--- config.mk ---
export PLATFORM = sky130hd
export DESIGN_NAME = gdre_cmd_fifo
export DESIGN_NICKNAME = d
export VERILOG_FILES = /design/src/hdl/assert_macros.svh /design/src/hdl/gdre_pkg.sv /design/src/hdl/gdre_cmd_fifo.sv
export SDC_FILE = /design/constraint.sdc
export NUM_CORES = 1
export LEC_CHECK = 0
export BUFFER_PORTS_ARGS = -buffer_cell sky130_fd_sc_hd__buf_2
export CORE_AREA = 4 4 125 127
export CTS_CLUSTER_SIZE = 28
export DETAILED_ROUTE_END_ITERATION = 7
export DIE_AREA = 0 0 129 131
export GPL_TIMING_DRIVEN = 0
export PLACE_DENSITY = 0.84
export SETUP_SLACK_MARGIN = 0.1
export SLEW_MARGIN = 5
export SYNTH_ARGS = -nofsm -noshare
export SYNTH_HDL_FRONTEND = slang
export SYNTH_SLANG_ARGS = --single-unit
export TNS_END_PERCENT = 100
--- constraint.sdc ---
create_clock -name clk_i -period 6 [get_ports clk_i]
set_input_delay 0.9 -clock clk_i [delete_from_list [all_inputs] [get_ports clk_i]]
set_output_delay 0.9 -clock clk_i [all_outputs]
set_load 0.05 [all_outputs]
--- src/hdl/assert_macros.svh ---
// assert_macros.svh: assertion helpers shared by the glyph delta rle encoder rtl
// no dependencies; define NO_ASSERTIONS to compile the checks out
`ifndef ASSERT_MACROS_SVH
`define ASSERT_MACROS_SVH

`ifndef NO_ASSERTIONS

// pre holds at an edge, post must hold at the same edge
`define ASSERT_IMPLIES(lbl, clk, rst_n, pre, post) \
  lbl: assert property (@(posedge clk) disable iff (!rst_n) (pre) |-> (post)) \
    else $error("assertion failed: %m");

// pre holds at an edge, post must hold at the next edge
`define ASSERT_NEXT(lbl, clk, rst_n, pre, post) \
  lbl: assert property (@(posedge clk) disable iff (!rst_n) (pre) |=> (post)) \
    else $error("assertion failed: %m");

`else

`define ASSERT_IMPLIES(lbl, clk, rst_n, pre, post)
`define ASSERT_NEXT(lbl, clk, rst_n, pre, post)

`endif

`endif

--- src/hdl/gdre_pkg.sv ---
// gdre_pkg: shared types and constants of the glyph delta rle encoder
// no dependencies; imported by every module of the block

package gdre_pkg;

  localparam int GLYPH_WIDTH_W = 9;
  localparam logic [GLYPH_WIDTH_W-1:0] GLYPH_WIDTH_RESET = 9'd1;

  // depth of the command queue between front and back
  localparam int CMD_DEPTH = 4;
  localparam int CMD_PTR_W = $clog2(CMD_DEPTH);

  // one classified pixel: optional pair to close, optional literal to store,
  // optional end-of-glyph pair to flush (in that order)
  typedef struct packed {
    logic [7:0] t;
    logic       wr_en;
    logic [7:0] widx;
    logic       close;
    logic [7:0] a_zr;
    logic [7:0] a_lc;
    logic       eog;
    logic [7:0] b_zr;
    logic [7:0] b_lc;
  } cmd_t;

  // one coded byte from the back sequencer to the packer
  typedef struct packed {
    logic       valid;
    logic [7:0] data;
    logic       step_last;
    logic       glyph_done;
  } byte_t;

endpackage

--- src/hdl/gdre_cmd_fifo.sv ---
// gdre_cmd_fifo: short command queue that decouples front and back
// depends on gdre_pkg

module gdre_cmd_fifo import gdre_pkg::*; (
  input  logic clk_i,
  input  logic rst_ni,
  input  logic push_i,
  input  cmd_t wdata_i,
  output logic full_o,
  input  logic pop_i,
  output cmd_t rdata_o,
  output logic empty_o
);

  cmd_t                 entries [CMD_DEPTH];
  logic [CMD_PTR_W-1:0] wr_ptr_q, rd_ptr_q;
  logic [CMD_PTR_W:0]   cnt_q;
  logic                 do_push, do_pop;

  assign full_o  = (cnt_q == (CMD_PTR_W + 1)'(CMD_DEPTH));
  assign empty_o = (cnt_q == '0);
  assign do_push = push_i && !full_o;
  assign do_pop  = pop_i && !empty_o;
  assign rdata_o = entries[rd_ptr_q];

  // pointers and fill level
  always_ff @(posedge clk_i or negedge rst_ni) begin
    if (!rst_ni) begin
      wr_ptr_q <= '0;
      rd_ptr_q <= '0;
      cnt_q    <= '0;
    end else begin
      if (do_push) begin
        wr_ptr_q <= CMD_PTR_W'(wr_ptr_q + 1'b1);
      end
      if (do_pop) begin
        rd_ptr_q <= CMD_PTR_W'(rd_ptr_q + 1'b1);
      end
      if (do_push && !do_pop) begin
        cnt_q <= cnt_q + 1'b1;
      end else if (do_pop && !do_push) begin
        cnt_q <= cnt_q - 1'b1;
      end
    end
  end

  // storage
  always_ff @(posedge clk_i) begin
    if (do_push) begin
      entries[wr_ptr_q] <= wdata_i;
    end
  end

endmodule

Word level (Yosys, flattened, before mapping)
Memory sizes are Yosys's and may differ from the RTL's.
Cells that the tools add are included.
W data, S select, Z words.

storage, ports and cells
  bits in registers = 7
  memory bits (writable) = 204
  bits of input ports = 55
  output and inout port bits = 53
  memories kept = 1

operators by class
  add/subtract/negate cells = 4
  equality and inequality tests = 1
  muxes and demuxes = 4
  reduce and logical (&&, ||, !) cells = 10

memories
  name     depth  width  read ports  clocked after memory_dff  write ports  RTL line             source
  entries  4      51     1           0                         1            gdre_cmd_fifo.sv:15  cmd_t entries [CMD_DEPTH];

operator list
  operator               number
  $mux W3                2
  $add A2 B1 Y2 const B  2
  $logic_and A1 B1 Y1    4
  $logic_not A1 Y1       4
  $add A3 B1 Y3 const B  1
  $eq A3 B3 Y1 const B   1
  $logic_not A3 Y1       1
  $sub A3 B1 Y3 const B  1
  $mux W1                2
  $reduce_bool A2 Y1     1

Depth between registers and ports, before layout
  depth after elaboration = 7
  depth in mapped cells = 9

Least setup slack after synthesis
No wires, ideal clock.

  path kind = input-to-reg
  start = in push_i
  end = mem entries[0][0] (netlist bit) (enable)
  setup time = 414 ps
  data arrival time = 2400 ps
  setup slack = 3186 ps
  stages = 3
  cell sequence = nor2b_1 > buf_6 > and2_1

on the way
  word-level cells in the longest chain between the ends = 3

RTL lines
  item                           RTL line             source
  start: declaration             gdre_cmd_fifo.sv:7   input logic push_i,
  $logic_and A1 B1 Y1            gdre_cmd_fifo.sv:22  assign do_push = push_i && !full_o;
  via do_push                    gdre_cmd_fifo.sv:18  logic do_push, do_pop;
  $mux W1                        gdre_cmd_fifo.sv:49  if (do_push) begin
  $mux W1 (not written as such)  gdre_cmd_fifo.sv:50  entries[wr_ptr_q] <= wdata_i;
  end: declaration               gdre_cmd_fifo.sv:15

The timed path passes the listed nets, and every way through them passes these cells.

==> results.toml <==
[run_status]
outcome = "finished clean"

[setup_path]
r2r-end = "cnt_q[2]"
start_kind = "flip-flop"
crit_arrival_ps = 2020
cp.required_ps = 5100
reg2reg_setup_slack_ps = 3800
path_max_fanout = 10
r2r-start = "cnt_q[0]"
ff2ff_path_depth = 8
worstSetupEndpointType = "output pin"
worstSetupPathType = "reg2out"

[power_and_ir_drop]
irDropWorstVdd_mv = 0.4033
switching_share_pct = 37.81
seqPwrFrac_pct = 37.9
p_leak_nw = 3.234
p_comb_share_pct = 39.4
p_per_area_nw_per_um2 = 577.9
pwr-share-clk_pct = 22.7
switchingPower_w = 0.002027
p_total_w = 0.005361
p_int_w = 0.003334

[detailed_routing]
route.vias.total = 3512
ant_nets = 0
viasPerCell = 5.548
wirelength_um = 13400
wl_per_cell_um = 21.17
firstDrtPassIters = 4
drcViolationCount = 0
drt_iter0_markers = 163

[die]
dieArea_um2 = 16900
chipWidth_um = 129
initial_utilization_pct = 54.43
top_level_ports = 108
rows = 44
die_h_um = 131
core_area_um2 = 14420

[global_routing]
globalRouteTotalUtil_pct = 16.37
grt_pass1_wl_um = 21040
grt_max_degree = 52
antenna_found_initial = 2
grt_pass1_vias = 3864
grt-ovfl-total = 0

[synth]
syn_avg_cell_area_um2 = 25.91
synth_flop_cell = "edfxtp_1"
synth-edff-count = 204
ys_seq_area_share_pct = 80.25
yosysUniqueCellTypes = 22
yosys_register_bits = 211
syn-cell-area_um2 = 7851
synth_fp_nets = 364
synth_warnings = 0
synthCells = 303
async_reset_ff_share_pct = 3.318

[sta]
tightestPinTransition_ps = 797.0
fin_crit_sh_pct = 48.71
max_slew_margin_pct = 46.87
finClkSkew_ps = 5.871
hold_viol = 0
slew_violations = 0
tns_ps = 0
layout_min_cycle_time_ps = 2923
rsz0062_at_grt = "false"
setup_violations = 0
fmax_ghz = 0.3422

[clock_network]
clock-sinks = 211
cts_setup_buffers = 0
cts_root_buf = "clkbuf_16"
clock_path_buffers = 3
hold_buffers = 0
insertion_delay_ps = 480
clk_pin_slew_ps = 60
cts_tree = "yes"
ctsHtreeMaxLevel = 1
cts-buffers-inserted = 22
cts_resized = 0

[layout]
n_antenna_cell = 0
num-nets-final = 495
drive_above_1_share_pct = 44.77
area_growth_pct = 18.15

[place]
place_congestion = 0.6782
port-buffer-count = 107
place_hpwl_um = 8004

[worst_hold_path]
holdCritPathClass = "in2async"

[job]
cap_violations = 0
worst max path at each step:
| stage | start | cells after the start | to |
|---|---|---|---|
| finish | rd_ptr_q[1] | 4 | rdata_o[33] |
| CTS | rd_ptr_q[1] | 4 | rdata_o[6] |
| global route | rd_ptr_q[1] | 4 | rdata_o[29] |
| global placement | push_i | 4 | entries[0][10] |
| detailed placement | rd_ptr_q[1] | 4 | rdata_o[6] |
| floorplan | push_i | 3 | entries[0][0] |
per-layer routing:
metal / wire, um / track usage (%)
met2: 6904 / 28.14
met3: 1001 / 4.593
met4: 241 / 4.138
met5: 34 / 0
met1: 5221 / 20.92
power groups by stage:
stage               registers [W]  clock network (W)  logic (W)
floorplan                 0.00204                  0    0.00170
global placement          0.00206                  0    0.00213
detailed placement        0.00207                  0    0.00215
CTS                       0.00204            0.00124    0.00216
global route              0.00206            0.00132    0.00223
finish                    0.00203            0.00121    0.00211
placed cells by master, fill, tap and decap left out:
cell,instances
xor2_1,2
buf_12,5
clkinvlp_4,1
nand3_1,1
clkinv_1,4
clkbuf_16,23
and2_4,4
fa_1,1
edfxtp_1,204
nor2_1,1
inv_1,4
dfrtp_1,7
clkinv_2,2
mux4_2,48
ha_1,5
clkbuf_1,9
mux2_2,1
inv_8,1
buf_2,112
mux4_1,3
buf_6,2
mux2_4,1
or3_1,1
nor2b_1,1
nand2_1,1
nor3b_2,1
xnor2_1,4
registers in the layout, indices dropped and copies added, names as in the netlist:
| signal | cells |
|---|---|
| rd_ptr_q | 2 |
| wr_ptr_q | 2 |
| cnt_q | 3 |
| entries | 204 |
synth_stat cells, types with 2 or more instances:
library cell	instances	share of area, %
dfrtp_1	7	2.2
buf_2	5	0.32
buf_6	2	0.29
xor2_1	2	0.22
ha_1	5	0.80
xnor2_1	4	0.45
edfxtp_1	204	78
buf_12	5	1.3
mux4_1	3	1.0
mux4_2	48	14
inv_1	4	0.19
and2_1	4	0.32
through the flow:
| stage | hold WS (ps) | util [%] | area [um2] | worst slack [ps] | cells |
|---|---|---|---|---|---|
| finish | 236.9 | 64.31 | 9276 | 3077 | 633 |
| global route | 222.7 | 64.31 | 9276 | 2906 | 633 |
| CTS | 219.9 | 64.31 | 9276 | 2998 | 633 |
| detailed placement | 479.9 | 59.81 | 8627 | 3530 | 594 |
| global placement | 461.0 | 59.74 | 8617 | 2147 | 594 |
| floorplan | 445.3 | - | 7851 | 3186 | 303 |
logic make-up (layout without fill, tap and decap cells):
| group | after synthesis | count (layout) | synth area share, % |
|---|---|---|---|
| DFF | 211 | 211 | 80.26 |
| muxes | 53 | 53 | 15.11 |
| buffers and inverters | 17 | 163 | 2.119 |
| and+or+nand+nor | 10 | 10 | 0.7967 |
| adders and majority gates | 6 | 6 | 1.052 |
| xor gates and xnor gates | 6 | 6 | 0.6693 |
critical path: stages, from the launching register on:
cell and delay (ps):
dfrtp_1 320, clkbuf_1 280, buf_2 360, mux4_2 360, buf_2 230
final cells by class:
class / count / area, um2
flip-flops and latches: 211 / 6301
fillers: 950 / 5147
multi-input cells: 75 / 1394
clock buffers: 31 / 605.6
repair buffers: 107 / 535.5
well taps: 184 / 230.2
plain buffers: 13 / 151.4
clock inverters: 8 / 43.79
inverters: 4 / 15.01
Power figures use the tool's default switching activity.
