File: src/hdl/assert_macros.svh
// assert_macros.svh: assertion helpers shared by the glyph delta rle encoder rtl
// no dependencies; define NO_ASSERTIONS to compile the checks out
`ifndef ASSERT_MACROS_SVH
`define ASSERT_MACROS_SVH

`ifndef NO_ASSERTIONS

// pre holds at an edge, post must hold at the same edge
`define ASSERT_IMPLIES(lbl, clk, rst_n, pre, post) \
  lbl: assert property (@(posedge clk) disable iff (!rst_n) (pre) |-> (post)) \
    else $error("assertion failed: %m");

// pre holds at an edge, post must hold at the next edge
`define ASSERT_NEXT(lbl, clk, rst_n, pre, post) \
  lbl: assert property (@(posedge clk) disable iff (!rst_n) (pre) |=> (post)) \
    else $error("assertion failed: %m");

`else

`define ASSERT_IMPLIES(lbl, clk, rst_n, pre, post)
`define ASSERT_NEXT(lbl, clk, rst_n, pre, post)

`endif

`endif

File: src/hdl/gdre_pkg.sv
// gdre_pkg: shared types and constants of the glyph delta rle encoder
// no dependencies; imported by every module of the block

package gdre_pkg;

  localparam int GLYPH_WIDTH_W = 9;
  localparam logic [GLYPH_WIDTH_W-1:0] GLYPH_WIDTH_RESET = 9'd1;

  // depth of the command queue between front and back
  localparam int CMD_DEPTH = 4;
  localparam int CMD_PTR_W = $clog2(CMD_DEPTH);

  // one classified pixel: optional pair to close, optional literal to store,
  // optional end-of-glyph pair to flush (in that order)
  typedef struct packed {
    logic [7:0] t;
    logic       wr_en;
    logic [7:0] widx;
    logic       close;
    logic [7:0] a_zr;
    logic [7:0] a_lc;
    logic       eog;
    logic [7:0] b_zr;
    logic [7:0] b_lc;
  } cmd_t;

  // one coded byte from the back sequencer to the packer
  typedef struct packed {
    logic       valid;
    logic [7:0] data;
    logic       step_last;
    logic       glyph_done;
  } byte_t;

endpackage

File: src/hdl/gdre_packer.sv
// gdre_packer: packs up to eight coded bytes per result, holds the result register
// depends on gdre_pkg; fed by gdre_back

module gdre_packer import gdre_pkg::*; (
  input  logic        clk_i,
  input  logic        rst_ni,
  input  byte_t       byte_i,
  output logic        byte_ready_o,
  output logic        empty,
  input  logic        pop,
  output logic [63:0] packed_bytes_o,
  output logic [3:0]  byte_count_o,
  output logic        run_last_o,
  output logic        glyph_done_o
);

  logic [63:0] word_q, word_next;
  logic [2:0]  cnt_q;
  logic        out_valid_q;
  logic [63:0] out_word_q;
  logic [3:0]  out_cnt_q;
  logic        out_last_q, out_done_q;
  logic        flush, out_free, fire;

  assign flush        = (cnt_q == 3'd7) || byte_i.step_last;
  assign out_free     = !out_valid_q || pop;
  assign byte_ready_o = !flush || out_free;
  assign fire         = byte_i.valid && byte_ready_o;

  assign empty          = !out_valid_q;
  assign packed_bytes_o = out_word_q;
  assign byte_count_o   = out_cnt_q;
  assign run_last_o     = out_last_q;
  assign glyph_done_o   = out_done_q;

  // place the byte in its lane
  always_comb begin
    word_next = word_q;
    word_next[{cnt_q, 3'b000} +: 8] = byte_i.data;
  end

  // partial word and result register
  always_ff @(posedge clk_i or negedge rst_ni) begin
    if (!rst_ni) begin
      word_q      <= '0;
      cnt_q       <= '0;
      out_valid_q <= 1'b0;
    end else begin
      if (fire) begin
        if (flush) begin
          word_q <= '0;
          cnt_q  <= '0;
        end else begin
          word_q <= word_next;
          cnt_q  <= cnt_q + 3'd1;
        end
      end
      // a popped result is replaced only by a flushed word
      if (fire && flush) begin
        out_valid_q <= 1'b1;
      end else if (pop && out_valid_q) begin
        out_valid_q <= 1'b0;
      end
    end
  end

  always_ff @(posedge clk_i) begin
    if (fire && flush) begin
      out_word_q <= word_next;
      out_cnt_q  <= {1'b0, cnt_q} + 4'd1;
      out_last_q <= byte_i.step_last;
      out_done_q <= byte_i.glyph_done;
    end
  end

endmodule

File: config.mk
export PLATFORM = sky130hd
export DESIGN_NAME = gdre_packer
export DESIGN_NICKNAME = d
export VERILOG_FILES = /design/src/hdl/assert_macros.svh /design/src/hdl/gdre_pkg.sv /design/src/hdl/gdre_packer.sv
export SDC_FILE = /design/constraint.sdc
export NUM_CORES = 1
export LEC_CHECK = 0
export BUFFER_PORTS_ARGS = -buffer_cell sky130_fd_sc_hd__buf_2
export CAP_MARGIN = 10
export CORE_ASPECT_RATIO = 0.8
export CORE_MARGIN = 5
export CORE_UTILIZATION = 56
export CTS_CLUSTER_DIAMETER = 100
export DETAILED_ROUTE_END_ITERATION = 12
export PLACE_DENSITY = 0.79
export SLEW_MARGIN = 40
export SYNTH_ARGS = -nofsm -noshare
export SYNTH_HDL_FRONTEND = slang
export SYNTH_SLANG_ARGS = --single-unit
File: constraint.sdc
create_clock -name clk_i -period 6.69 [get_ports clk_i]
set_clock_uncertainty 0.2 [all_clocks]
set_input_delay 0.669 -clock clk_i [delete_from_list [all_inputs] [get_ports clk_i]]
set_output_delay 0.669 -clock clk_i [all_outputs]
set_load 0.05 [all_outputs]
* Yosys cells after proc, flatten, opt, wreduce, memory -nomap -nowiden
Index checks and enable logic that the tools add are counted.
** Word-level totals
- Bits in registers :: 138
- Output and inout bits :: 72
- Bits of input ports :: 14
** Cells by class
- Shifts and indexed selects :: 2
- Muxes and demuxes :: 5
- Add/subtract/negate cells :: 3
- Equal/unequal tests :: 1
- Reductions and logical operators :: 9
** Operators with widths (count)
- 64-bit bitwise mux :: 1
- 64-bit 2-to-1 mux :: 1
- 8-bit by 8-bit variable shift with 64-bit output, first input constant :: 1
- 8-bit by 8-bit variable part select with 64-bit output :: 1
- 6-bit negator with 8-bit output :: 1
- 3-bit by 1-bit adder with 4-bit output, second input constant :: 1
- 3-bit by 1-bit adder with 3-bit output, second input constant :: 1
- 3-bit == test, second input constant :: 1
- 1-bit logical AND :: 3
- 1-bit logical OR :: 3
- 3-bit 2-to-1 mux :: 1
- 1-bit zero test :: 2
- 1-bit 2-to-1 mux :: 2
- 2-bit nonzero test :: 1

* Longest topological paths before layout
Gate-level depths: netlist of the first run.
- Word-level depth :: 7
- Depth in mapped cells :: 8
- Depth with buffers taken out :: 7

* Worst setup path before layout of the first run
Ideal clock, no wire load.
- Path kind :: reg2reg
- Start :: register cnt_q[0]
- End :: register out_cnt_q[0], in the netlist byte_count_o[0], enable pin
- Buffers on the path :: 0
- Cell stages (with the launch flop) :: 6
- Arrival time :: 4.186 ns
- Setup slack :: 1.805 ns
- Clock period less this slack :: 4.885 ns
- Path through :: dfrtp_1 -> ha_1 -> ha_1 -> nor2_1 -> o21ai_0 -> nor2_1
** On the way
- Cells in the longest elaborated chain, start to end :: 6
** RTL lines
- start: declaration :: RTL line gdre_packer.sv:18 : logic [2:0] cnt_q;
- start signal: assignment :: RTL line gdre_packer.sv:55 : cnt_q <= cnt_q + 3'd1;
- 3-bit == test (*) :: RTL line gdre_packer.sv:25 : assign flush = (cnt_q == 3'd7) || byte_i.step_last;
- 1-bit logical OR (*) :: RTL line gdre_packer.sv:25
- 1-bit zero test :: RTL line gdre_packer.sv:27 : assign byte_ready_o = !flush || out_free;
- 1-bit logical OR :: RTL line gdre_packer.sv:27
- 1-bit logical AND :: RTL line gdre_packer.sv:28 : assign fire = byte_i.valid && byte_ready_o;
- 1-bit logical AND (*) :: RTL line gdre_packer.sv:68 : if (fire && flush) begin
- end signal: assignment :: RTL line gdre_packer.sv:70 : out_cnt_q <= {1'b0, cnt_q} + 4'd1;
- end: declaration :: RTL line gdre_packer.sv:21 : logic [3:0] out_cnt_q;
Every way passes the cells marked *; elsewhere a longest branch is shown, timed or not.
A chain may end at the register's enable or synchronous reset.

* Worst setup path in the final report of the first run
- Start :: register cnt_q[0]
- End :: register out_word_q[0], in the netlist packed_bytes_o[0], enable pin
** On the way
- Cells in the longest elaborated chain, start to end :: 6
** RTL lines
- 3-bit == test (*) :: RTL line gdre_packer.sv:25
- 1-bit logical OR (*) :: RTL line gdre_packer.sv:25
- 1-bit zero test :: RTL line gdre_packer.sv:27
- 1-bit logical OR :: RTL line gdre_packer.sv:27
- 1-bit logical AND :: RTL line gdre_packer.sv:28
- 1-bit logical AND (*) :: RTL line gdre_packer.sv:68
- end signal: assignment :: RTL line gdre_packer.sv:69 : out_word_q <= word_next;
- end: declaration :: RTL line gdre_packer.sv:20 : logic [63:0] out_word_q;
Marks and branches as above.

==> results.json, run 1 <==
{
  "grt_pass1_wl_um": 19100,
  "path_class": "flop to flop",
  "clockBufferDepth": 2,
  "htreeDepth": 4,
  "period_minus_slack_ns": 3.76,
  "synth-async-reset-ratio": 0.493,
  "yosysUniqueCellTypes": 32,
  "clk_latency_ns": 0.40,
  "relSlewSlack": 0.446,
  "drive_gt1_frac": 0.454,
  "p_leak_nw": 3.03,
  "cts_setup_buffers": 0,
  "power_frac_comb": 0.141,
  "final_common_cell": "buf_2",
  "fp.dieH_um": 99.0,
  "syn_inst": 339,
  "met2_length_um": 5770,
  "tightest_slew_ns": 0.823,
  "hpwlAfterDp_um": 7150,
  "port_buffers": 85,
  "layout.nets": 449,
  "antenna_found_initial": 0,
  "syn_avg_cell_area_um2": 16.4,
  "stdcell_area_um2": 6790,
  "p_clk_frac": 0.440,
  "die_area_um2": 12000,
  "tns_ns": 0,
  "diodes": 0,
  "p_int_w": 0.00173,
  "final_cell_mix": "85 x buf_2, 70 x edfxtp_1, 68 x dfrtp_1, 64 x mux2_2, 64 x a22o_1",
  "grt_start_max_net_pins": 69,
  "drv_cap": 0,
  "sequentialPowerShare": 0.419,
  "yosys_warnings": 0,
  "clock-root-buffer": "clkbuf_16",
  "hold_path_class": "primary input to asynchronous set/reset pin",
  "max-vdd-ir-drop_v": 0.000194,
  "place_area_um2": 6120,
  "setup_viol": 0,
  "power_switching_w": 0.000601,
  "placementRows": 32,
  "fmax_mhz": 266,
  "netlist_area_um2": 5550,
  "start_util": 0.575,
  "cts_resized": 0,
  "gp_congestion": 0.929,
  "clk_pin_slew_ns": 0.06,
  "power.total_w": 0.00233,
  "wl_met3_um": 721,
  "grt_usage": 0.209,
  "crit_arrival_ns": 3.61,
  "dr_total_vias": 3351,
  "rsz0062_at_grt": "false",
  "clock_sinks": 138,
  "post-route-period-util": 0.562,
  "cts_tree": "built",
  "outcome": "complete, no violations",
  "slew_viol_final": 0,
  "ioPinCount": 86,
  "synth-seq-area-share": 0.686,
  "endpoint_kind": "flop",
  "finalCoreUtilization": 0.704,
  "highest_layer": "met4",
  "whs_ns": 0.140,
  "syn_nets": 358,
  "firstDrtPassIters": 4,
  "die_x_um": 121,
  "area_growth_pct": 22.4,
  "p_per_area_nw_per_um2": 343,
  "wl_met1_um": 5380,
  "wire_per_inst_um": 20.6,
  "start_kind": "flop",
  "synth-seq-cells": 138,
  "synthFlopType": "edfxtp_1",
  "via_per_inst": 5.79,
  "hold_viol_final": 0,
  "switching_share": 0.258,
  "grt_pass1_vias": 3480,
  "drt-initial-drc-count": 215,
  "ctsHoldBuffers": 0,
  "routed_wirelength_um": 11900,
  "post-route-drc-count": 0,
  "critPathRequiredTime_ns": 6.54,
  "postRouteAntennaNets": 0,
  "synth-edff-count": 70,
  "critPathMaxFanout": 37,
  "overflow": 0,
  "cts_buffers": 17,
  "core-area_um2": 9650
}
## synth_stat cells (3+ instances only)
cell	number	area (um^2)
inv_1	5	18.8
mux2_2	64	721
dfrtp_1	68	1700
nor2_2	3	18.8
o21ai_0	4	20.0
o21ai_1	4	20.0
buf_2	3	15.0
ha_1	5	62.6
nand2_1	4	15.0
a31o_2	3	26.3
a22o_1	64	561
edfxtp_1	70	2100
clkbuf_1	11	41.3
nor2_1	9	33.8
## registers in the layout, indices dropped and copies added, names as in the netlist
signal / flops
run_last_o: 1
word_q: 64
cnt_q: 3
glyph_done_o: 1
byte_count_o: 4
packed_bytes_o: 64
out_valid_q: 1
## power groups by stage
stage	sequential (W)	clock, W	combinational (W)
2_1_floorplan	0.00108	0	0.000153
3_3_place_gp	0.000988	0	0.000316
3_5_place_dp	0.000989	0	0.000324
4_1_cts	0.000975	0.00103	0.000327
5_1_grt	0.000979	0.00107	0.000350
6_report	0.000975	0.00102	0.000329
## through the flow
stage | worst slack, ns | cells
after CTS | 2.91 | 579
after global placement | 2.90 | 546
after global routing | 2.66 | 579
after detailed placement | 2.91 | 547
final | 2.93 | 579
after floorplan | 1.81 | 339
## worst max-delay path, cell delays in order, from the launching register on
cell,delay [ns]
dfrtp_1,0.46
ha_1,0.24
ha_1,0.19
nor2_1,0.60
o21ai_0,0.48
nor2_4,0.56
buf_16,0.23
buf_4,0.41
## final timing paths
path                                 start                end  slack [ns]  depth (start not counted)
worst max-delay path              cnt_q[0]  packed_bytes_o[0]        2.93                          7
worst min-delay path                rst_ni         word_q[62]        0.14                          2
worst max register to register    cnt_q[0]  packed_bytes_o[0]        2.93                          7
worst min register to register  word_q[60]         word_q[60]        0.30                          1
max in group asynchronous           rst_ni         word_q[53]        5.70                          2
min in group clk_i               byte_i[0]       glyph_done_o        0.24                          1
## cell families (layout without fill, tap and decap cells)
family,after synthesis,count (layout),share of synthesized area
simple gates,32,32,0.0359
buf+inv,21,125,0.0169
compound gates,79,79,0.120
fa+ha+maj,5,5,0.0113
mux,64,64,0.130
flops,138,138,0.686
## routing by layer
metal  vias up  track usage
met2       119        0.318
li1       1509            -
met1      1721        0.297
met3         2       0.0568
met5         -            0
met4         0       0.0637
## area by class of cell
type	count	area, um^2
inverter	5	18.8
sequential	138	3800
clock inverter	14	216
multi-input combinational	180	1670
timing repair buffer	88	472
fill	630	2860
clock buffer	18	439
tap	136	170
(Power assumes the default switching activity.)
==> run 2, diff against run 1 <==
clock period = 3.8 ns   (was 6.69 ns; I/O delays follow)
==> run 2 against run 1 <==
  * Register-to-register slack got worse by 2.2 ns
  * Total power increased by 72%
  * Global-route usage increased by 0.18 points
  * Non-clock buffer count increased by 4
  * Worst setup slack got worse by 2.2 ns
  * Die area unchanged
==> results.json, run 2 (same netlist as run 1, synthesis figures left out) <==
{
  "grt_start_max_net_pins": 48,
  "fmax_mhz": 323,
  "routed_wirelength_um": 11900,
  "finalCoreUtilization": 0.700,
  "antenna_found_initial": 0,
  "clk_latency_ns": 0.41,
  "clk_pin_slew_ns": 0.06,
  "postRouteAntennaNets": 0,
  "ctsHoldBuffers": 2,
  "layout.nets": 453,
  "gp_congestion": 0.888,
  "hold_viol_final": 0,
  "fillers": 607,
  "relSlewSlack": 0.477,
  "start_util": 0.575,
  "p_leak_nw": 3.04,
  "cp_common_cell": "ha_1",
  "cpLargestDelayFamily": "simple AND/OR/NAND/NOR gates",
  "slowest_stage": "nor3_2",
  "critPathRequiredTime_ns": 3.89,
  "drt-initial-drc-count": 219,
  "max_stage_delay_ns": 0.63,
  "clockBufferDepth": 2,
  "grt_usage": 0.211,
  "drv_cap": 0,
  "fp.dieH_um": 99.0,
  "htreeDepth": 4,
  "cts_setup_buffers": 0,
  "cts_tree": "built",
  "grt_pass1_wl_um": 19300,
  "outcome": "complete, no violations",
  "die_x_um": 121,
  "endpoint_kind": "flop",
  "tightest_slew_ns": 0.780,
  "drive_gt1_frac": 0.447,
  "firstDrtPassIters": 5,
  "wire_per_inst_um": 20.5,
  "overflow": 0,
  "dr_total_vias": 3359,
  "clock-root-buffer": "clkbuf_16",
  "power.total_w": 0.00401,
  "crit_buf_inv": 1,
  "setup_viol": 0,
  "core-area_um2": 9650,
  "crit_arrival_ns": 3.19,
  "hpwlAfterDp_um": 7300,
  "grt_pass1_vias": 3461,
  "slew_viol_final": 0,
  "rsz0062_at_grt": "false",
  "start_kind": "flop",
  "final_cell_count_no_fill": 583,
  "hold_path_class": "primary input to flop",
  "area_growth_pct": 21.8,
  "critPathMaxFanout": 10,
  "max-vdd-ir-drop_v": 0.000388,
  "ioPinCount": 86,
  "placementRows": 32,
  "placedCellCount": 549,
  "period_minus_slack_ns": 3.10,
  "final_cell_mix": "84 x buf_2, 70 x edfxtp_1, 68 x dfrtp_1, 64 x mux2_2, 64 x a22o_1",
  "p_per_area_nw_per_um2": 593,
  "diodes": 0,
  "post-route-drc-count": 0,
  "port_buffers": 85,
  "final_common_cell": "buf_2",
  "path_class": "flop to flop",
  "post-route-period-util": 0.816,
  "cts_resized": 0,
  "via_per_inst": 5.76,
  "die_area_um2": 12000,
  "tns_ns": 0,
  "clock_sinks": 138,
  "cts_buffers": 17,
  "worstPathCellList": "inv_1, ha_1, ha_1, nand2b_1, nor3_2, o21ai_1, a22o_1"
}
-- run 2: per-stage QoR --
step	hold WS (ns)	setup WS [ns]	instance area, um^2
2_1_floorplan	-0.116	0.0851	5550
3_3_place_gp	0.277	0.889	6110
3_5_place_dp	0.190	0.781	6120
4_1_cts	0.00765	0.713	6750
5_1_grt	0.0222	0.517	6760
6_report	0.0272	0.701	6760
-- run 2: cell type report --
cell class,count,area [um^2],share of cell area
tap,136,170,0.0252
timing repair buffer,92,485,0.0718
inverter,5,18.8,0.00278
multi-input combinational,180,1660,0.246
clock buffer,19,443,0.0655
sequential,138,3800,0.563
clock inverter,13,174,0.0257
-- run 2: worst paths after layout --
kind | from | to | slack [ns] | cells after the start
min in group asynchronous | rst_ni | word_q[31] | 0.29 | 2
worst min register to register | word_q[18] | word_q[18] | 0.30 | 1
max in group asynchronous | rst_ni | word_q[13] | 2.44 | 3
worst min-delay path | byte_i[1] | run_last_o | 0.03 | 1
worst max-delay path | cnt_q[0] | word_q[62] | 0.70 | 7
worst max register to register | cnt_q[0] | word_q[62] | 0.70 | 7
-- run 2: report_power, final --
group	leakage [nW]	internal, W	total (W)	switching (W)
combinational	1.12	0.000177	0.000579	0.000402
sequential	1.62	0.00168	0.00171	0.0000361
clock	0.306	0.00111	0.00172	0.000607
total	3.04	0.00297	0.00401	0.00105
-- run 2: worst reg2reg max path, stage by stage (launching register included) --
cell      delay [ns]
dfrtp_1         0.49
inv_1           0.13
ha_1            0.24
ha_1            0.38
nand2b_1        0.26
nor3_2          0.63
o21ai_1         0.37
a22o_1          0.28
-- run 2: per-layer routing --
layer  global-route usage  routed length [um]
met4               0.0551                  64
met3               0.0654                 936
met2                0.316                5600
met5                    0                   0
met1                0.302                5350
