## src/hdl/assert_macros.svh

```systemverilog
// assert_macros.svh: assertion helpers shared by the glyph delta rle encoder rtl
// no dependencies; define NO_ASSERTIONS to compile the checks out
`ifndef ASSERT_MACROS_SVH
`define ASSERT_MACROS_SVH

`ifndef NO_ASSERTIONS

// pre holds at an edge, post must hold at the same edge
`define ASSERT_IMPLIES(lbl, clk, rst_n, pre, post) \
  lbl: assert property (@(posedge clk) disable iff (!rst_n) (pre) |-> (post)) \
    else $error("assertion failed: %m");

// pre holds at an edge, post must hold at the next edge
`define ASSERT_NEXT(lbl, clk, rst_n, pre, post) \
  lbl: assert property (@(posedge clk) disable iff (!rst_n) (pre) |=> (post)) \
    else $error("assertion failed: %m");

`else

`define ASSERT_IMPLIES(lbl, clk, rst_n, pre, post)
`define ASSERT_NEXT(lbl, clk, rst_n, pre, post)

`endif

`endif

```

## src/hdl/gdre_pkg.sv

```systemverilog
// gdre_pkg: shared types and constants of the glyph delta rle encoder
// no dependencies; imported by every module of the block

package gdre_pkg;

  localparam int GLYPH_WIDTH_W = 9;
  localparam logic [GLYPH_WIDTH_W-1:0] GLYPH_WIDTH_RESET = 9'd1;

  // depth of the command queue between front and back
  localparam int CMD_DEPTH = 4;
  localparam int CMD_PTR_W = $clog2(CMD_DEPTH);

  // one classified pixel: optional pair to close, optional literal to store,
  // optional end-of-glyph pair to flush (in that order)
  typedef struct packed {
    logic [7:0] t;
    logic       wr_en;
    logic [7:0] widx;
    logic       close;
    logic [7:0] a_zr;
    logic [7:0] a_lc;
    logic       eog;
    logic [7:0] b_zr;
    logic [7:0] b_lc;
  } cmd_t;

  // one coded byte from the back sequencer to the packer
  typedef struct packed {
    logic       valid;
    logic [7:0] data;
    logic       step_last;
    logic       glyph_done;
  } byte_t;

endpackage

```

## src/hdl/gdre_front.sv

```systemverilog
// gdre_front: pixel intake, row delta transform and zero-run classification
// depends on gdre_pkg and assert_macros.svh; feeds commands to gdre_cmd_fifo
`include "assert_macros.svh"

module gdre_front import gdre_pkg::*; #(
  parameter int MAX_WIDTH = 256,
  parameter int RUN_LIMIT = 255
) (
  input  logic                     clk_i,
  input  logic                     rst_ni,
  input  logic                     push,
  output logic                     full,
  input  logic [7:0]               pixel_i,
  input  logic                     end_of_glyph_i,
  input  logic [GLYPH_WIDTH_W-1:0] glyph_width_i,
  input  logic                     cmd_full_i,
  output logic                     cmd_push_o,
  output cmd_t                     cmd_o
);

  localparam int ColW = (MAX_WIDTH > 1) ? $clog2(MAX_WIDTH) : 1;
  localparam int CntW = $clog2(MAX_WIDTH + 1);
  localparam int CmpW = (CntW > GLYPH_WIDTH_W) ? CntW : GLYPH_WIDTH_W;
  localparam logic [7:0] RunMax = 8'(RUN_LIMIT);

  typedef enum logic {FE_IDLE, FE_CODE} fe_state_e;
  typedef enum logic {PH_ZERO, PH_LIT} phase_e;

  fe_state_e       st_q, st_d;
  phase_e          ph_q, ph_d;
  logic [7:0]      zr_q, zr_d;
  logic [7:0]      lc_q, lc_d;
  logic [7:0]      prev_q;
  logic [CntW-1:0] col_cnt_q;
  logic            first_row_q;

  // stage two payload
  logic [7:0]      d_q;
  logic [7:0]      row_rd_q;
  logic [ColW-1:0] col_q;
  logic            first_q;
  logic            eog_q;

  logic [7:0]      row_store [MAX_WIDTH];

  logic            accept, fire;
  logic [CmpW-1:0] w_eff;
  logic            wrap;
  logic [ColW-1:0] col_a;
  logic [7:0]      left;
  logic [7:0]      t;
  cmd_t            cmd;

  assign accept     = push && (st_q == FE_IDLE);
  assign fire       = (st_q == FE_CODE) && !cmd_full_i;
  assign full       = (st_q == FE_CODE);
  assign cmd_push_o = fire;
  assign cmd_o      = cmd;

  // effective row width and column of the incoming pixel
  always_comb begin
    w_eff = CmpW'(glyph_width_i);
    if (glyph_width_i == '0) begin
      w_eff = CmpW'(1);
    end
    if (w_eff > CmpW'(MAX_WIDTH)) begin
      w_eff = CmpW'(MAX_WIDTH);
    end
    wrap  = (CmpW'(col_cnt_q) >= w_eff);
    col_a = wrap ? '0 : col_cnt_q[ColW-1:0];
    left  = (col_a == '0) ? 8'd0 : prev_q;
  end

  // vertical difference and coder decision
  always_comb begin
    t     = first_q ? d_q : 8'(d_q - row_rd_q);
    cmd   = '0;
    cmd.t = t;
    zr_d  = zr_q;
    lc_d  = lc_q;
    ph_d  = ph_q;
    if (ph_q == PH_ZERO) begin
      if (t == 8'd0) begin
        if (zr_q < RunMax) begin
          zr_d = 8'(zr_q + 8'd1);
        end else begin
          cmd.close = 1'b1;
          cmd.a_zr  = zr_q;
          cmd.a_lc  = 8'd0;
          zr_d      = 8'd1;
        end
      end else begin
        cmd.wr_en = 1'b1;
        cmd.widx  = 8'd0;
        lc_d      = 8'd1;
        ph_d      = PH_LIT;
      end
    end else begin
      if (t == 8'd0) begin
        cmd.close = 1'b1;
        cmd.a_zr  = zr_q;
        cmd.a_lc  = lc_q;
        zr_d      = 8'd1;
        lc_d      = 8'd0;
        ph_d      = PH_ZERO;
      end else if (lc_q < RunMax) begin
        cmd.wr_en = 1'b1;
        cmd.widx  = lc_q;
        lc_d      = 8'(lc_q + 8'd1);
      end else begin
        cmd.close = 1'b1;
        cmd.a_zr  = zr_q;
        cmd.a_lc  = lc_q;
        zr_d      = 8'd0;
        cmd.wr_en = 1'b1;
        cmd.widx  = 8'd0;
        lc_d      = 8'd1;
      end
    end
    // end of glyph flushes the pending pair and restarts the coder
    if (eog_q) begin
      cmd.eog  = 1'b1;
      cmd.b_zr = zr_d;
      cmd.b_lc = (ph_d == PH_ZERO) ? 8'd0 : lc_d;
      zr_d     = 8'd0;
      lc_d     = 8'd0;
      ph_d     = PH_ZERO;
    end
  end

  always_comb begin
    st_d = st_q;
    if (accept) begin
      st_d = FE_CODE;
    end else if (fire) begin
      st_d = FE_IDLE;
    end
  end

  // control state
  always_ff @(posedge clk_i or negedge rst_ni) begin
    if (!rst_ni) begin
      st_q        <= FE_IDLE;
      ph_q        <= PH_ZERO;
      zr_q        <= 8'd0;
      lc_q        <= 8'd0;
      prev_q      <= 8'd0;
      col_cnt_q   <= '0;
      first_row_q <= 1'b1;
    end else begin
      st_q <= st_d;
      if (accept) begin
        if (end_of_glyph_i) begin
          prev_q      <= 8'd0;
          col_cnt_q   <= '0;
          first_row_q <= 1'b1;
        end else begin
          prev_q      <= pixel_i;
          col_cnt_q   <= CntW'(col_a) + CntW'(1);
          first_row_q <= wrap ? 1'b0 : first_row_q;
        end
      end
      if (fire) begin
        ph_q <= ph_d;
        zr_q <= zr_d;
        lc_q <= lc_d;
      end
    end
  end

  // stage two payload and row store
  always_ff @(posedge clk_i) begin
    if (accept) begin
      d_q      <= 8'(pixel_i - left);
      col_q    <= col_a;
      first_q  <= wrap ? 1'b0 : first_row_q;
      eog_q    <= end_of_glyph_i;
      row_rd_q <= row_store[col_a];
    end
    if (fire) begin
      row_store[col_q] <= t;
    end
  end

  `ASSERT_IMPLIES(a_zero_phase_no_lits, clk_i, rst_ni, ph_q == PH_ZERO, lc_q == 8'd0)
  `ASSERT_IMPLIES(a_counts_capped, clk_i, rst_ni, ph_q == PH_LIT, lc_q != 8'd0 && lc_q <= RunMax && zr_q <= RunMax)
  `ASSERT_NEXT(a_eog_restarts_rows, clk_i, rst_ni, accept && end_of_glyph_i, col_cnt_q == '0 && first_row_q)

endmodule

```

## config.mk

```make
export PLATFORM = sky130hd
export DESIGN_NAME = gdre_front
export DESIGN_NICKNAME = d
export VERILOG_FILES = /design/src/hdl/gdre_pkg.sv /design/src/hdl/gdre_front.sv
export VERILOG_INCLUDE_DIRS = /design/src /design/src/hdl
export SDC_FILE = /design/constraint.sdc
export NUM_CORES = 2
export LEC_CHECK = 0
export BUFFER_PORTS_ARGS = -buffer_cell sky130_fd_sc_hd__buf_4
export CAP_MARGIN = 10
export CELL_PAD_IN_SITES_DETAIL_PLACEMENT = 1
export CELL_PAD_IN_SITES_GLOBAL_PLACEMENT = 1
export CORE_AREA = 2 2 370 519
export CTS_CLUSTER_SIZE = 20
export DETAILED_ROUTE_END_ITERATION = 6
export DIE_AREA = 0 0 372 521
export PLACE_DENSITY = 0.79
export SYNTH_ARGS = -nofsm -noshare
export SYNTH_HDL_FRONTEND = slang
export SYNTH_SLANG_ARGS = --single-unit
```

## constraint.sdc

```tcl
create_clock -name clk_i -period 26.1 [get_ports clk_i]
set_clock_uncertainty 0.2 [all_clocks]
set_input_delay 7.83 -clock clk_i [delete_from_list [all_inputs] [get_ports clk_i]]
set_output_delay 7.83 -clock clk_i [all_outputs]
set_load 0.1 [all_outputs]
```

* Word-level counts from Yosys, hierarchy flattened
Memories as Yosys holds them, arrays and structs flattened. A register that Yosys moved wholly into a read port is not among the register bits. Index checks and enable logic that the tools add are counted.
Word-level totals: bits in registers 54, memory bits (writable) 2048, bits of input ports 22, word-level logic and storage cells 65, memories kept 1
Memory list:
- row_store | depth 256, width 8, read ports 1, clocked after Yosys merged registers in 1, wr ports 1, RTL line gdre_front.sv:44 | logic [7:0] row_store [MAX_WIDTH];
Cells by class: add/sub/neg operators 5, magnitude comparators 4, mux-type cells 36, bitwise gates (word level) 1, reduce and logical (&&, ||, !) cells 7
Operators by type and width (count):
- $mux 8 | 17
- $mux 17 | 5
- $mux 9 | 5
- $mux 26 | 1
- $add 8x1->8 const B | 2
- $logic_not 8->1 | 2
- $lt 8x8->1 const B | 2
- $sub 8x8->8 | 2
- $add 8x1->9 const B | 1
- $ge 9x9->1 | 1
- $gt 9x9->1 const B | 1
- $logic_not 9->1 | 1
- $mux 1 | 8
- $logic_and 1x1->1 | 2
- $reduce_bool 2->1 | 1
- $logic_not 1->1 | 1
- $not 1->1 | 1

* Depth between registers and ports, before layout
word-level depth 9, gate-level depth with buffers 24, gate-level depth less buffers 21

* Worst setup path after synthesis
No wires, ideal clock.
path kind flip-flop to output port, start point reg d_q[1], end point out cmd_o[12] in the netlist's numbering, arrival 18.712 ns, required time 18.070 ns, slack -0.642 ns, cell stages (with the launch flop) 14, cell sequence edfxtp_1 -> ha_1 -> nor2b_1 -> o21a_1 -> o211ai_1 -> a31oi_1 -> o31ai_1 -> nor3_2 -> and2_1 -> inv_2 -> buf_2 -> buf_1 -> o211ai_1 -> o22ai_1
RTL lines:
- start, declared | RTL line gdre_front.sv:38 | logic [7:0] d_q;
- start signal, assigned | RTL line gdre_front.sv:174 | d_q <= 8'(pixel_i - left);
- end, declared | RTL line gdre_front.sv:18 | output cmd_t cmd_o

* Worst setup path after layout
start point in cmd_full_i, end point out cmd_push_o
On the way: word-level cells in the longest chain between the ends 2
RTL lines:
- start, declared | RTL line gdre_front.sv:16 | input logic cmd_full_i,
- $logic_not 1->1 | RTL line gdre_front.sv:55 | assign fire = (st_q == FE_CODE) && !cmd_full_i;
- $logic_and 1x1->1 | RTL line gdre_front.sv:55
- end, declared | RTL line gdre_front.sv:17 | output logic cmd_push_o,
Every way passes these cells.

==> results by group <==
Clock network
  • CTS Sinks: 2110
  • Total CTS buffers: 191
  • Post-CTS setup buffers: 0
  • CTS root buffer: clkbuf_16
  • Max clock buf depth: 4
  • CTS tree: built
  • Post-CTS Hold Fix Bufs: 0
  • CTS clk-pin slew, worst paths: 0.07 ns
  • Clock Latency Late Sink: 0.86 ns
  • Post-CTS Resized: 0
  • H-Tree Depth: 4

Run status
  • Violated checks: design-rule violations
  • Status: finished, violations left

Global route
  • First-pass GRT wire length: 400000 um
  • Largest net degree at the start of global routing: 166
  • Vias in the first global route: 55700
  • Gr usage total: 28.6%
  • Grt total ovfl: 0
  • Initial antenna violation count: 12

Timing
  • Final setup margin: 9.40 ns
  • Achievable clock frequency: 0.0599 GHz
  • Least-Margin Pin Slew: 1.41 ns
  • Unrepaired setup endpoints after global routing: false
  • Fin crit share: 64.0%
  • Slew Viols, Final: 0
  • Final setup TNS: 0 ns
  • Tmin final: 16.70 ns
  • Final Hold Violating Endpoints: 0
  • Slew headroom: 5.53%
  • Final setup viols: 0

Power and ir drop
  • Combinational power share: 28.7%
  • Pwr Total: 0.00986 W
  • Power Density: 104 mW/mm2
  • Sequential power share: 43.3%
  • Int Power: 0.00639 W
  • Clk pwr share: 28.0%
  • Sw frac: 35.2%
  • Leak: 30.5 nW
  • Max rail drop VDD: 0.0787 mV
  • Sw power: 0.00347 W

Logic synthesis
  • Syn Nets: 5524
  • Seq cells post-synth: 2110
  • Cells after Synth: 5473
  • Seq/Total Area, Yosys: 74.5%
  • Leading area contributor after synthesis: edfxtp_1
  • Post-synth EDFFs: 2074
  • Mapped Avg Cell Area: 15.5 um2
  • Post-synth ARST share: 1.71%
  • Top FF cell, synth: edfxtp_1
  • Synth top area cells: edfxtp_1, mux2i_1, mux4_2
  • Yosys top cell area share: 73.4%
  • Distinct cells, synth: 86
  • Synth Warn #: 0
  • Mapped cell area: 0.0848 mm2

Worst setup path
  • Critical Path AT: 8.67 ns
  • Worst setup EP type: output pin
  • Worst R2R Start: col_cnt_q[0]$_DFFE_PN0P_
  • Setup CP Type: in -> out
  • Req. time, crit path: 18.07 ns
  • Critical Path Start Type: input port
  • CP max FO: 19
  • Critical path startpoint: cmd_full_i

Placed design
  • Post-DP HPWL: 173000 um
  • Placer Congestion: 0.927
  • Cells after DPL: 7819
  • IO buf count: 74
  • Worst slack at placement: 9.41 ns

Floorplanning
  • I/O pin count: 75
  • DIE AREA: 0.194 mm2
  • DIE HEIGHT: 521 um
  • Die width: 372 um
  • Row count: 189
  • Core Area: 0.189 mm2
  • Initial core utilization: 44.9%

Layout
  • Layout Nets: 5583
  • Area growth from synthesis to layout: 11.4%
  • Final Core Density: 50.0%
  • Post-Layout Cell Count: 8164
  • Share of layout cells above drive strength 1: 12.7%

Drt
  • Routed WL per cell: 34.3 um
  • Routed Antenna Nets: 0
  • Remaining DRCs: 2
  • Via-per-instance ratio: 6.55
  • DR iter-0 viols: 7127
  • Vias: 53400
  • Detailed Route WL: 280000 um
  • First-pass DRT Iterations: 7

Worst hold path
  • Hold/Removal Path Class: reg -> reg
  • Hold path startpoint: prev_q[1]$_DFFE_PN0P_

Flow run
  • Max_cap viols: 0
[flip-flops by register name (all words and copies together) (netlist names)]
signal	cells
row_store	2048
col_q	8
row_rd_q	8
prev_q	8
ph_q	1
first_q	1
first_row_q	1
eog_q	1
lc_q	8
full	1
d_q	8
col_cnt_q	9
zr_q	8
[kinds of logic (layout without fill, tap and decap cells)]
family / count (synthesis) / after routing / share of synthesized area [%]
DFF: 2110 / 2110 / 74.5
and+or+nand+nor: 1386 / 1386 / 6.97
AOI/OAI and AO/OA: 999 / 999 / 7.77
muxes: 523 / 523 / 8.14
buffers and inverters: 411 / 612 / 2.01
adders and majority gates: 29 / 29 / 0.446
xor gates and xnor gates: 15 / 15 / 0.155
other: 0 / 7 / 0
[final cells by class]
| cell class | instances | area, um2 |
|---|---|---|
| inverter | 58 | 238 |
| tap | 2483 | 3110 |
| sequential | 2110 | 63200 |
| multi-input combinational | 2952 | 20300 |
| clock inverter | 114 | 976 |
| clock buffer | 221 | 4950 |
| timing repair buffer | 219 | 1760 |
| fill | 17800 | 94400 |
| antenna | 7 | 17.5 |
[layout by cell type, fill, tap and decap left out, drive strengths merged, types with 27 or more instances in the layout]
cell / n
nor2: 369
o221ai: 54
mux2: 40
and3: 39
o21ai: 193
a211o: 30
a2111oi: 32
a221oi: 55
o22ai: 90
a21oi: 248
mux4: 129
and2: 32
nor3: 41
a31oi: 87
inv: 58
nand3: 142
a211oi: 54
clkbuf: 221
nand2: 660
mux2i: 354
edfxtp: 2074
dfrtp: 35
buf: 218
nor4: 30
ha: 27
clkinv: 84
[power by group through the flow]
stage	Sequential, W	Combinational, W	Clock (W)
finish	0.00427	0.00283	0.00276
global route	0.00427	0.00291	0.00286
CTS	0.00426	0.00276	0.00277
detailed placement	0.00434	0.00273	0
global placement	0.00433	0.00261	0
floorplan	0.00452	0.00152	0
[metrics by stage]
step | area [um2] | hold slack, ns
floorplan | 84800 | 0.240
global placement | 88500 | 0.259
detailed placement | 88500 | 0.273
CTS | 94500 | 0.286
global route | 94500 | 0.319
finish | 94500 | 0.282
[worst max-delay path, cell delays in order]
cell and delay [ns]:
buf_4 0.11, nand2b_1 0.14, buf_4 0.21, clkinv_1 0.09
buf_4 0.28
[Yosys cell counts, types with 6 or more instances]
| master | instances |
|---|---|
| or3_1 | 11 |
| or4_1 | 6 |
| mux2_2 | 37 |
| a32oi_1 | 10 |
| nor2_1 | 368 |
| nor3_1 | 40 |
| buf_1 | 45 |
| ha_1 | 27 |
| nor4_1 | 29 |
| a31oi_1 | 87 |
| nor2b_1 | 18 |
| buf_2 | 109 |
| and3_1 | 39 |
| dfrtp_1 | 35 |
| a32o_1 | 6 |
| o41ai_1 | 7 |
| mux4_2 | 129 |
| nand2_1 | 660 |
| a221o_1 | 8 |
| inv_1 | 52 |
| edfxtp_1 | 2074 |
| o22ai_1 | 90 |
| a221oi_1 | 55 |
| o21ai_0 | 189 |
| a21oi_1 | 248 |
| nand4_1 | 24 |
| a211o_1 | 30 |
| xnor2_1 | 10 |
| a211oi_1 | 53 |
| o31ai_1 | 12 |
| o32ai_1 | 6 |
| a311oi_1 | 7 |
| nand3_1 | 142 |
| a22oi_1 | 10 |
| o211ai_1 | 19 |
| a2111oi_0 | 31 |
| clkbuf_1 | 194 |
| and2_1 | 32 |
| o21a_1 | 7 |
| o221ai_1 | 54 |
| mux2i_1 | 354 |
[final timing paths]
check                                                end  slack [ns]  cells past startpoint
min in group asynchronous            lc_q[2]$_DFFE_PN0P_        6.79                      1
worst max register to register     row_rd_q[2]$_DFFE_PP_       18.91                     15
max in group asynchronous       col_cnt_q[0]$_DFFE_PN0P_       18.46                      1
worst min-delay path               prev_q[1]$_DFFE_PN0P_        0.28                      2
worst max-delay path                          cmd_push_o        9.40                      5
worst min register to register     prev_q[1]$_DFFE_PN0P_        0.28                      2
[layer usage]
metal / wire, um / up-vias / track usage, % / share of wire [%]
li1: - / 21500 / - / -
met1: 92700 / 27400 / 32.8 / 33
met2: 135000 / 3422 / 47.0 / 48
met3: 27200 / 1119 / 6.22 / 9.7
met4: 25400 / 10 / 21.3 / 9.1
met5: 55 / - / 0 / 0.020
(Power assumes the default switching activity.)
